`src/mat_pkg.sv`:
```
// shared types, constants and helpers of the matrix add / transpose / multiply engine
// depends on nothing; every other file but mat_ram refers to it by scoped names
`default_nettype none

package mat_pkg;

	localparam int DATA_W      = 32;
	localparam int IDX_W       = 3;
	localparam int DIM_W       = 4;
	localparam int MAX_DIM_DEF = 8;
	localparam int CFG_IDX_W   = 2;
	localparam int CFG_DATA_W  = 4;
	localparam int JOB_DEPTH   = 2;
	localparam int OUT_DEPTH   = 4;

	// register indexes of the configuration port
	typedef enum logic [CFG_IDX_W-1:0] {
		REG_MODE   = 2'd0,
		REG_ROWS_A = 2'd1,
		REG_COLS_A = 2'd2,
		REG_COLS_B = 2'd3
	} cfg_reg_t;

	// mode register codes
	localparam logic [1:0] MODE_ADD = 2'd0;
	localparam logic [1:0] MODE_MUL = 2'd1;
	localparam logic [1:0] MODE_TRN = 2'd2;

	typedef enum logic [1:0] {
		OP_ADD = 2'd0,
		OP_MUL = 2'd1,
		OP_TRN = 2'd2
	} op_t;

	// one loaded problem handed from the front to the back
	typedef struct packed {
		logic              bank;
		op_t               op;
		logic [DIM_W-1:0]  ra;
		logic [DIM_W-1:0]  ca;
		logic [DIM_W-1:0]  cb;
	} job_t;

	// one result beat
	typedef struct packed {
		logic [DATA_W-1:0] value;
		logic [IDX_W-1:0]  row;
		logic [IDX_W-1:0]  col;
		logic              last;
	} res_t;

	// unused mode code runs as transpose
	function automatic op_t to_op(input logic [1:0] mode);
		op_t op;
		op = OP_TRN;
		unique case (mode)
			MODE_ADD: op = OP_ADD;
			MODE_MUL: op = OP_MUL;
			default:  op = OP_TRN;
		endcase
		return op;
	endfunction

	// zero counts as one, anything above the limit as the limit
	function automatic logic [DIM_W-1:0] clamp_dim(input logic [DIM_W-1:0] d,
			input int maxd);
		logic [DIM_W-1:0] res;
		res = d;
		if (d == '0) begin
			res = DIM_W'(1);
		end else if (int'(d) > maxd) begin
			res = DIM_W'(maxd);
		end
		return res;
	endfunction

endpackage

`default_nettype wire

```
`src/mat_in_if.sv`:
```
// element stream channel: valid, ready and one signed operand element
// depends on mat_pkg
`default_nettype none

interface mat_in_if;
	logic                                valid;
	logic                                ready;
	logic signed [mat_pkg::DATA_W-1:0]   element;

	modport source (output valid, output element, input ready);
	modport sink   (input valid, input element, output ready);
endinterface

`default_nettype wire

```
`src/mat_cfg_if.sv`:
```
// configuration write channel: valid, ready, register index and write data
// depends on mat_pkg
`default_nettype none

interface mat_cfg_if;
	logic                                valid;
	logic                                ready;
	logic [mat_pkg::CFG_IDX_W-1:0]       index;
	logic [mat_pkg::CFG_DATA_W-1:0]      data;

	modport source (output valid, output index, output data, input ready);
	modport sink   (input valid, input index, input data, output ready);
endinterface

`default_nettype wire

```
`src/mat_front.sv`:
```
// front: configuration registers, element intake, operand store writes, job hand-off
// depends on mat_pkg, mat_in_if, mat_cfg_if
`default_nettype none

module mat_front #(
	parameter int MAX_DIM = mat_pkg::MAX_DIM_DEF,
	localparam int SAW = $clog2(2 * MAX_DIM * MAX_DIM)
) (
	input  wire logic                        clk,
	input  wire logic                        arst_n,
	mat_in_if.sink                           elem,
	mat_cfg_if.sink                          cfg,
	input  wire logic                        job_full,
	output      logic                        job_push,
	output      mat_pkg::job_t               job,
	output      logic                        a_we,
	output      logic                        b_we,
	output      logic [SAW-1:0]              waddr,
	output      logic [mat_pkg::DATA_W-1:0]  wdata
);

	localparam logic [SAW-1:0] BANK_OFS   = SAW'(MAX_DIM * MAX_DIM);
	localparam logic [SAW-1:0] ROW_STRIDE = SAW'(MAX_DIM);
	localparam int             DW         = mat_pkg::DIM_W;

	logic [1:0]                 mode_q;
	logic [DW-1:0]              rows_a_q;
	logic [DW-1:0]              cols_a_q;
	logic [DW-1:0]              cols_b_q;
	logic                       phase_q;      // 0 loading A, 1 loading B
	logic [mat_pkg::IDX_W-1:0]  r_q;
	logic [mat_pkg::IDX_W-1:0]  c_q;
	logic                       wbank_q;

	mat_pkg::op_t   op;
	logic [DW-1:0]  ra, ca, cb;
	logic [DW-1:0]  rows, cols;
	logic           accept, cfg_wr;
	logic           row_last, col_last, load_done;

	assign op = mat_pkg::to_op(mode_q);
	assign ra = mat_pkg::clamp_dim(rows_a_q, MAX_DIM);
	assign ca = mat_pkg::clamp_dim(cols_a_q, MAX_DIM);
	assign cb = mat_pkg::clamp_dim(cols_b_q, MAX_DIM);

	// shape of the operand being loaded
	always_comb begin
		rows = ra;
		cols = ca;
		if (phase_q && op == mat_pkg::OP_MUL) begin
			rows = ca;
			cols = cb;
		end
	end

	// a configuration beat owns its cycle; no element moves alongside it
	assign cfg.ready  = 1'b1;
	assign cfg_wr     = cfg.valid;
	assign elem.ready = !job_full && !cfg.valid;
	assign accept     = elem.valid && !job_full && !cfg.valid;

	assign col_last  = ({1'b0, c_q} == cols - DW'(1));
	assign row_last  = ({1'b0, r_q} == rows - DW'(1));
	assign load_done = col_last && row_last && (phase_q || op == mat_pkg::OP_TRN);

	assign a_we  = accept && !phase_q;
	assign b_we  = accept && phase_q;
	assign waddr = (wbank_q ? BANK_OFS : '0) + SAW'(r_q) * ROW_STRIDE + SAW'(c_q);
	assign wdata = elem.element;

	assign job_push = accept && load_done;
	assign job      = '{bank: wbank_q, op: op, ra: ra, ca: ca, cb: cb};

	always_ff @(posedge clk or negedge arst_n) begin
		if (!arst_n) begin
			mode_q   <= mat_pkg::MODE_ADD;
			rows_a_q <= DW'(1);
			cols_a_q <= DW'(1);
			cols_b_q <= DW'(1);
			phase_q  <= 1'b0;
			r_q      <= '0;
			c_q      <= '0;
			wbank_q  <= 1'b0;
		end else if (cfg_wr) begin
			unique case (mat_pkg::cfg_reg_t'(cfg.index))
				mat_pkg::REG_MODE:   mode_q   <= cfg.data[1:0];
				mat_pkg::REG_ROWS_A: rows_a_q <= cfg.data;
				mat_pkg::REG_COLS_A: cols_a_q <= cfg.data;
				mat_pkg::REG_COLS_B: cols_b_q <= cfg.data;
				default: ;
			endcase
			// any write restarts loading at the first element of A
			phase_q <= 1'b0;
			r_q     <= '0;
			c_q     <= '0;
		end else if (accept) begin
			if (col_last) begin
				c_q <= '0;
				if (row_last) begin
					r_q <= '0;
					if (load_done) begin
						phase_q <= 1'b0;
						wbank_q <= !wbank_q;
					end else begin
						phase_q <= 1'b1;
					end
				end else begin
					r_q <= r_q + mat_pkg::IDX_W'(1);
				end
			end else begin
				c_q <= c_q + mat_pkg::IDX_W'(1);
			end
		end
	end

`ifndef NO_ASSERTIONS
	a_no_b_in_trn: assert property (@(posedge clk) disable iff (!arst_n)
		phase_q |-> (op != mat_pkg::OP_TRN))
		else $error("second operand phase entered in transpose mode");
`endif

endmodule

`default_nettype wire

```
`src/flat_wrapper.sv`:
```
// flat-port wrapper written by rule: the top's interface ports become plain ports
module mat_front_flat 
#(
	parameter int MAX_DIM = mat_pkg::MAX_DIM_DEF,
	localparam int SAW = $clog2(2 * MAX_DIM * MAX_DIM)
)
  (clk, arst_n, job_full, job_push, job, a_we, b_we, waddr, wdata, elem_valid, elem_element, elem_ready, cfg_valid, cfg_index, cfg_data, cfg_ready);
  mat_in_if elem_i ();
  mat_cfg_if cfg_i ();
  input  wire logic clk;
  input  wire logic arst_n;
  input  wire logic job_full;
  output      logic job_push;
  output      mat_pkg::job_t job;
  output      logic a_we;
  output      logic b_we;
  output      logic [SAW-1:0] waddr;
  output      logic [mat_pkg::DATA_W-1:0] wdata;
  input wire logic [$bits(elem_i.valid)-1:0] elem_valid;
  input wire logic [$bits(elem_i.element)-1:0] elem_element;
  output wire logic [$bits(elem_i.ready)-1:0] elem_ready;
  input wire logic [$bits(cfg_i.valid)-1:0] cfg_valid;
  input wire logic [$bits(cfg_i.index)-1:0] cfg_index;
  input wire logic [$bits(cfg_i.data)-1:0] cfg_data;
  output wire logic [$bits(cfg_i.ready)-1:0] cfg_ready;
  assign elem_i.valid = elem_valid;
  assign elem_i.element = elem_element;
  assign elem_ready = elem_i.ready;
  assign cfg_i.valid = cfg_valid;
  assign cfg_i.index = cfg_index;
  assign cfg_i.data = cfg_data;
  assign cfg_ready = cfg_i.ready;
  mat_front #(.MAX_DIM(MAX_DIM)) u_core (.clk(clk), .arst_n(arst_n), .elem(elem_i), .cfg(cfg_i), .job_full(job_full), .job_push(job_push), .job(job), .a_we(a_we), .b_we(b_we), .waddr(waddr), .wdata(wdata));
endmodule
```
`config.mk`:
```
export PLATFORM = sky130hd
export DESIGN_NAME = mat_front_flat
export DESIGN_NICKNAME = d
export VERILOG_FILES = /design/src/mat_pkg.sv /design/src/mat_in_if.sv /design/src/mat_cfg_if.sv /design/src/mat_front.sv /design/src/flat_wrapper.sv
export SDC_FILE = /design/constraint.sdc
export NUM_CORES = 1
export LEC_CHECK = 0
export BUFFER_PORTS_ARGS = -buffer_cell sky130_fd_sc_hd__buf_2
export CAP_MARGIN = 20
export CORE_MARGIN = 1
export CORE_UTILIZATION = 30
export DETAILED_ROUTE_END_ITERATION = 12
export SKIP_LAST_GASP = 1
export SYNTH_ARGS = -nofsm -noshare
export SYNTH_HDL_FRONTEND = slang
export SYNTH_SLANG_ARGS = --single-unit
```
`constraint.sdc`:
```
create_clock -name clk -period 4.65 [get_ports clk]
set_clock_uncertainty 0.2 [all_clocks]
set_input_delay 0.465 -clock clk [delete_from_list [all_inputs] [get_ports clk]]
set_output_delay 0.465 -clock clk [all_outputs]
set_load 0.03 [all_outputs]
```
# Word-level counts from Yosys, hierarchy flattened
# Cells that the tools add are included.
[op_classes]
n_addsub = 6
n_lt_le_gt_ge = 3
eq_ne = 8
n_mux = 22
bitwise_logic = 1
n_reduce_logical = 29
[op_table]
columns = ["op", "n"]
rows = [
  ["4-bit two-way mux", 8],
  ["3-bit two-way mux", 7],
  ["4-bit > comparator, second input constant", 3],
  ["4-bit logical NOT", 3],
  ["2-bit AND reduction", 5],
  ["1-bit logical AND", 9],
  ["3-bit by 4-bit == test with 1-bit output", 2],
  ["4-bit by 1-bit subtractor with 4-bit output, second input constant", 2],
  ["7-bit by 3-bit adder with 7-bit output", 1],
  ["7-bit by 6-bit adder with 7-bit output", 1],
  ["7-bit two-way mux", 1],
  ["3-bit by 1-bit adder with 3-bit output, second input constant", 2],
  ["2-bit by 1-bit == test with 1-bit output, second input constant", 3],
  ["2-bit == test, second input constant", 3],
  ["2-bit nonzero test", 3],
  ["1-bit two-way mux", 5],
  ["5-bit AND reduction", 1],
  ["1-bit logical NOT", 4],
  ["2-bit logical NOT", 2],
  ["2-bit case mux with 2 select lines", 1],
  ["3-bit AND reduction", 1],
  ["1-bit logical OR", 1],
  ["1-bit NOT", 1],
]
[word_totals]
regBits = 22
out_inout_bits = 59
word_cells = 77

# Depth between registers and ports, before layout
# Gate-level depths: netlist (run 1).
[depth]
depth_word = 14
mapped_depth = 11
depth_no_buf = 10

# Least setup slack after synthesis (run 1)
# No wires, ideal clock.
[synth_timing]
kind = "register to output"
start = "reg u_core.cols_a_q[0]"
end = "out job_push"
arrival_time_ns = 2.731
required_time_ns = 3.985
path_slack_ns = 1.254
path_stages_with_launch = 10
path_buffers = 0
cell_sequence = "dfstp_2 -> o21ba_2 -> or2_2 -> inv_1 -> a21oi_1 -> ha_1 -> xnor2_1 -> xnor2_1 -> nand3_2 -> nor3_1"
[synth_lines]
columns = ["element", "line_no", "text"]
rows = [
  ["from (decl)", "mat_front.sv:28", "logic [DW-1:0] cols_a_q;"],
  ["from (signal assigned)", "mat_front.sv:88", "mat_pkg::REG_COLS_A: cols_a_q <= cfg.data;"],
  ["to (decl)", "flat_wrapper.sv:13", "output logic job_push;"],
]

# Worst setup path after layout (run 1)
[layout_timing]
start = "reg u_core.mode_q[1]"
end = "out job_push"
[layout_between]
elab_chain_cells = 10
[layout_rtl]
columns = ["element", "line_no", "text"]
rows = [
  ["from (decl)", "mat_front.sv:26", "logic [1:0] mode_q;"],
  ["from (signal assigned)", "mat_front.sv:76", "mode_q <= mat_pkg::MODE_ADD;"],
  ["from (signal assigned)", "mat_front.sv:86", "mat_pkg::REG_MODE: mode_q <= cfg.data[1:0];"],
  ["2-bit by 1-bit == test with 1-bit output / 2-bit logical NOT (equally long branches)", "mat_pkg.sv:56", "unique case (mode)"],
  ["2-bit case mux with 2 select lines *", "mat_pkg.sv:56", ""],
  ["2-bit by 1-bit == test with 1-bit output", "mat_front.sv:50", "if (phase_q && op == mat_pkg::OP_MUL) begin"],
  ["1-bit logical AND", "mat_front.sv:50", ""],
  ["4-bit two-way mux", "mat_front.sv:50", ""],
  ["4-bit by 1-bit subtractor with 4-bit output, on equally long branches", "mat_front.sv:62, mat_front.sv:63", ""],
  ["3-bit by 4-bit == test with 1-bit output, on equally long branches", "mat_front.sv:62, mat_front.sv:63", ""],
  ["1-bit logical AND", "mat_front.sv:64", "assign load_done = col_last && row_last && (phase_q || op == mat_pkg::OP_TRN);"],
  ["1-bit logical AND *", "mat_front.sv:64", ""],
  ["1-bit logical AND *", "mat_front.sv:71", "assign job_push = accept && load_done;"],
]
# Every way passes the cells marked *; elsewhere a longest branch is shown, timed or not.

==> results_dict.tcl, run 1 <==
set metrics [dict create \
    portBuffers 36 \
    start_util 0.314 \
    maxSlewViolCount 0 \
    cts_sinks 22 \
    die_h_um 75.3 \
    fmax_ghz 0.271 \
    area_growth_syn_to_layout_pct 2.64 \
    clkSlewWorstSetupHoldPaths_ns 0.08 \
    worst_hold_stages 2 \
    cpMaxStageDelayCell "dfrtp_1" \
    detail_route.first_pass.iterations 4 \
    post-synth-top-area-fraction 0.295 \
    hold_class "in -> reg" \
    netlist_area_before_placement_um2 1610 \
    core_area_um2 5140 \
    cp_slowest_stage_delay_ns 0.42 \
    cts.repair.resized 0 \
    nNetsFinal 210 \
    worst_hold_path.endpoint "u_core.rows_a_q[2]" \
    synth_cell_types 41 \
    post-cts-setup-buffer-count 0 \
    async_flop_share 1.00 \
    status "finished, final reports clean" \
    worst_path_dominant_cell_family "simple AND/OR/NAND/NOR gates" \
    slew_margin_rel 0.664 \
    start_kind "flip-flop" \
    reg2reg_setup_slack_ns 1.49 \
    r2r_start "u_core.mode_q[1]" \
    grt-ovfl-total 0 \
    number_of_i_o_pins 102 \
    wire_length_of_the_first_global_routing_pass_um 5170 \
    report.final.hold_viol_count 0 \
    worst-endpoint-required_ns 3.98 \
    first_iter_violations 37 \
    cp_cell_sequence "nand3b_1 -> nor3_1 -> nor2_1 -> ha_1 -> xnor2_1 -> xnor2_1 -> nand4b_1 -> nor3_1 -> buf_2" \
    clock_insertion_delay_worst_skew_ns 0.26 \
    postLayoutCoreUtil 0.322 \
    timing.reg2reg.worst_path_depth 9 \
    critical_path.startpoint "u_core.mode_q[1]" \
    cellPowerDensity_nw_per_um2 404 \
    hold-worst-slack_ns 0.273 \
    post_synth.cell_area_avg_um2 9.83 \
    ctsHoldBuffers 1 \
    cp_num_buf_inv 1 \
    yosys_warnings 0 \
    die_width_um 75.3 \
    hold_path_startpoint "cfg_data[2]" \
    ctsRootBufferMaster "clkbuf_8" \
    cts_inserted_buffers 3 \
    ir_worst_vdd_mv 0.133 \
    static-leakage-power_nw 0.758 \
    setup_total_negative_slack_ns 0 \
    setup_violations 0 \
    data_arrival_time_of_the_worst_path_ns 3.02 \
    rsz0062_at_grt "no" \
    fill_cells 586 \
    ys.flop_type "dfrtp_1" \
    cts_buffer_depth 2 \
    synth.top_cells.by_area "dfrtp_1, buf_4, mux2_2" \
    synthesis.nets 211 \
    final_layout_size_suffix_gt1_frac 0.395 \
    num_rows 26 \
    grt.total_usage 0.121 \
    synth_enable_flop_cells 0 \
    antennaDiodeCount 0 \
    timing.final.crit_period_ns 3.69 \
    tritoncts "yes" \
    via_count 1086 \
    synthesis.instances 164 \
    synth_seq_cells 22 \
    synth_common_cells "buf_4, dfrtp_1, mux2_2, nor3_1" \
    capture_instance_of_the_worst_register_to_register_path "u_core.phase_q" \
    vias_per_cell 4.68 \
    grt_start_max_net_pins 23 \
    first_global_vias 1123 \
    finalWeightedCongestion 0.750 \
    synth_top_area_cell "dfrtp_1" \
    finalCritPeriodShare 0.793 \
    aggregate_routed_wire_length_um 3170 \
    cp.depth 9 \
    antenna_violating_nets_post_route 0 \
    worstSetupPathType "reg -> out" \
    wire_per_inst_um 13.7 \
    worst-slew-pin-transition_ns 0.504 \
    cts.htree.levels 1 \
    timing.critical_path.fanout_max 12 \
    drc 0 \
    ys_seq_area_frac 0.344 \
    hpwl_um 2520 \
    critical_path.endpoint_type "primary output" \
    top_count_cell_post_synth "buf_4" \
    drv_cap 0 \
    fp.dieArea_um2 5670 \
    grt_antenna_before_repair 0 \
]
## state kept, by name, summed over array words and instances, names as in the netlist
signal	flops
u_core.mode_q	2
u_core.phase_q	1
u_core.wbank_q	1
u_core.r_q	3
u_core.c_q	3
u_core.cols_a_q	4
u_core.cols_b_q	4
u_core.rows_a_q	4
## final cells by class
class                           count  area (um2)  share of cell area
Sequential cell                    22         554               0.335
Tap cell                           70        87.6              0.0529
Clock inverter                      1        30.0              0.0181
Multi-Input combinational cell     97         744               0.450
Timing Repair Buffer               37         190               0.115
Inverter                            2        7.51             0.00454
Clock buffer                        3        41.3              0.0249
## per-stage QoR
| step | worst slack [ns] | cell area (um2) | std cells | power [mW] |
|---|---|---|---|---|
| 4_1_cts | 0.943 | 1660 | 232 | 0.679 |
| 3_3_place_gp | 1.36 | 1570 | 227 | 0.495 |
| 3_5_place_dp | 1.24 | 1570 | 227 | 0.499 |
| 2_1_floorplan | 1.25 | 1610 | 164 | 0.490 |
| 5_1_grt | 0.644 | 1660 | 232 | 0.710 |
| 6_report | 0.961 | 1660 | 232 | 0.668 |
## layer usage
metal | track usage | part of all wire
met3 | 0.0212 | 0.074
met1 | 0.152 | 0.44
met5 | 0 | 0
met2 | 0.199 | 0.46
met4 | 0.0658 | 0.019
## layout by cell type (no fill, tap or decap), drive strengths merged, types with 3 or more instances in the layout
cell	Yosys	routed
xnor2	4	4
mux2i	4	4
dfrtp	19	19
xor2	3	3
nor3b	3	3
nand2	4	4
a21oi	7	7
nor2b	7	7
nand3b	3	3
ha	4	4
buf	37	36
nor2	6	6
clkbuf	5	3
o21ba	3	3
nor3	8	8
o21ai	4	4
mux2	14	14
dfstp	3	3
## worst max-delay path by stage
stage / to
after global placement: job_push
final: job_push
after CTS: job_push
after global routing: job_push
after detailed placement: job_push
after floorplan: job_push
## where the power goes
group | switching [mW] | internal (mW)
clock | 0.0607 | 0.115
combinational | 0.150 | 0.0944
sequential | 0.0266 | 0.222
total | 0.238 | 0.431
## logic make-up (layout without fill, tap and decap cells)
group,count (synthesis),after routing,share of synthesized area
and+or+nand+nor,47,47,0.182
buffers and inverters,45,43,0.195
DFF,22,22,0.344
AOI/OAI and AO/OA,20,20,0.0861
muxes,18,18,0.123
xor gates and xnor gates,7,7,0.0380
adders and majority gates,4,4,0.0310
other,1,1,0.00233
Note: power is estimated with default switching activity, not from simulation.
==> run 2: changes to the inputs <==
- clock period: 4.65 -> 3.6 ns (I/O delays scaled with it)
==> run 2 against run 1 <==
  * Combinational power up 30%
  * Count of clock-buffer cells in the layout unchanged
  * Highest routed layer unchanged
  * Cell area rose by 0.76%
==> results_dict.tcl, run 2 (synthesis gave the netlist of run 1 again) <==
set metrics [dict create \
    grt_antenna_before_repair 0 \
    cpMaxStageDelayCell "dfstp_2" \
    slew_margin_rel 0.659 \
    detail_route.first_pass.iterations 4 \
    tritoncts "yes" \
    fill_cells 571 \
    post-cts-setup-buffer-count 0 \
    hold_class "in -> reg" \
    capture_instance_of_the_worst_register_to_register_path "u_core.phase_q" \
    cellInternalPower_uw 560 \
    drv_cap 0 \
    number_of_i_o_pins 102 \
    finalCritPeriodShare 0.897 \
    placed_cell_area_um2 1580 \
    grt-ovfl-total 0 \
    most-common-layout-cells "buf_2, dfrtp_1, mux2_2" \
    reg2reg_setup_slack_ns 0.66 \
    cp_slowest_stage_delay_ns 0.53 \
    data_arrival_time_of_the_worst_path_ns 2.67 \
    antennaDiodeCount 0 \
    fmax_ghz 0.310 \
    wire_per_inst_um 13.7 \
    setup_violations 0 \
    drc 0 \
    area_growth_syn_to_layout_pct 3.41 \
    report.final.hold_viol_count 0 \
    worst_hold_path.endpoint "u_core.rows_a_q[2]" \
    rsz0062_at_grt "no" \
    worstSetupPathType "reg -> out" \
    power.net_switching_uw 320 \
    cts_sinks 22 \
    timing.reg2reg.worst_path_depth 10 \
    regs_by_ff_count "u_core.cols_a_q x4, u_core.cols_b_q x4, u_core.rows_a_q x4" \
    worst_hold_stages 2 \
    grt.total_usage 0.120 \
    die_width_um 75.3 \
    wire_length_of_the_first_global_routing_pass_um 5110 \
    cts_inserted_buffers 3 \
    seq_area_um2 554 \
    final_common_cell "buf_2" \
    timing.final.crit_period_ns 3.23 \
    vias_per_cell 4.75 \
    seq_power_share 0.365 \
    num_rows 26 \
    maxSlewViolCount 0 \
    fp.dieArea_um2 5670 \
    r2r_start "u_core.mode_q[1]" \
    dp_worst_setup_slack_ns 0.557 \
    setup_total_negative_slack_ns 0 \
    power.share.combinational 0.362 \
    area_taken_by_multi_input_logic_gates_um2 749 \
    start_util 0.314 \
    first_iter_violations 39 \
    critical_path.endpoint_type "primary output" \
    clkSlewWorstSetupHoldPaths_ns 0.09 \
    timing.critical_path.fanout_max 4 \
    grt_start_max_net_pins 23 \
    finalWeightedCongestion 0.732 \
    static-leakage-power_nw 0.763 \
    first_global_vias 1026 \
    via_count 1107 \
    portBuffers 36 \
    hpwl_um 2420 \
    cellPowerDensity_nw_per_um2 528 \
    nNetsFinal 211 \
    setup_slack_ns 0.369 \
    crit_path_frequent_cell "xnor2_1" \
    antenna_violating_nets_post_route 0 \
    share_of_total_power_in_the_clock_network 0.274 \
    ir_worst_vdd_mv 0.208 \
    start_kind "flip-flop" \
    status "finished, final reports clean" \
    finalInstanceArea_um2 1670 \
    hold_path_startpoint "cfg_data[2]" \
    aggregate_routed_wire_length_um 3200 \
    ctsRootBufferMaster "clkbuf_8" \
    clock_insertion_delay_worst_skew_ns 0.27 \
    cts_buffer_depth 2 \
    core_area_um2 5140 \
    worst-endpoint-required_ns 3.04 \
    netSwitchingFraction 0.364 \
    die_h_um 75.3 \
    cts.htree.levels 1 \
    final_layout_size_suffix_gt1_frac 0.405 \
    worst-slew-pin-transition_ns 0.511 \
    cp_cell_sequence "o21ba_2 -> or2_2 -> inv_1 -> a21oi_1 -> ha_1 -> xnor2_1 -> xnor2_1 -> nand3_2 -> nor3_1 -> buf_2" \
]
-- run 2: changes by cell type in the layout (fill, tap and decap cells not counted) --
cell	delta
nor3_1	-1
buf_4	+1
nor3_2	+1
-- run 2: worst max-delay path, delay by kind of cell (launching register included) --
kind	cells	cell delay (ns)
AOI/OAI and AO/OA	2	0.24
DFF	1	0.53
xor gates and xnor gates	2	0.35
buffers and inverters	2	0.33
adders and majority gates	1	0.22
and+or+nand+nor	3	0.72
-- run 2: final cells by class --
class / count / share of cell area
Clock buffer: 3 / 0.0248
Clock inverter: 1 / 0.0180
Inverter: 2 / 0.00450
Multi-Input combinational cell: 97 / 0.449
Sequential cell: 22 / 0.332
Tap cell: 70 / 0.0525
Timing Repair Buffer: 38 / 0.119
-- run 2: timing repair --
action,in CTS,in global routing
resized for setup,0,1
hold buffers,1,0
setup endpoints to repair,0,1
endpoints found under the hold margin,19,0
-- run 2: routing by layer --
metal | share of wire | track usage | vias up
li1 | - | - | 531
met1 | 0.48 | 0.178 | 540
met2 | 0.43 | 0.173 | 32
met3 | 0.073 | 0.0172 | 4
met4 | 0.014 | 0.0535 | 0
met5 | 0 | 0 | -
-- run 2: power by group through the flow --
stage | Combinational, mW | Sequential [mW] | Clock [mW]
6_report | 0.318 | 0.321 | 0.241
3_3_place_gp | 0.318 | 0.325 | 0
5_1_grt | 0.348 | 0.329 | 0.252
4_1_cts | 0.321 | 0.321 | 0.241
3_5_place_dp | 0.319 | 0.326 | 0
2_1_floorplan | 0.314 | 0.320 | 0
-- run 2: worst max path at each step --
| stage | start | end | cells past startpoint |
|---|---|---|---|
| 6_report | u_core.cols_a_q[0] | job_push | 10 |
| 2_1_floorplan | u_core.cols_a_q[0] | job_push | 9 |
| 5_1_grt | u_core.mode_q[1] | job_push | 9 |
| 4_1_cts | u_core.mode_q[1] | job_push | 9 |
| 3_5_place_dp | u_core.mode_q[1] | job_push | 9 |
| 3_3_place_gp | u_core.mode_q[1] | job_push | 9 |
-- run 2: through the flow --
stage / power, mW / instances / utilization / hold WS [ns]
floorplan: 0.633 / 164 / - / -0.136
global placement: 0.643 / 228 / 0.308 / 0.165
CTS: 0.884 / 233 / 0.324 / 0.164
global route: 0.930 / 233 / 0.324 / 0.156
finish: 0.880 / 233 / 0.324 / 0.156
detailed placement: 0.645 / 228 / 0.308 / 0.161
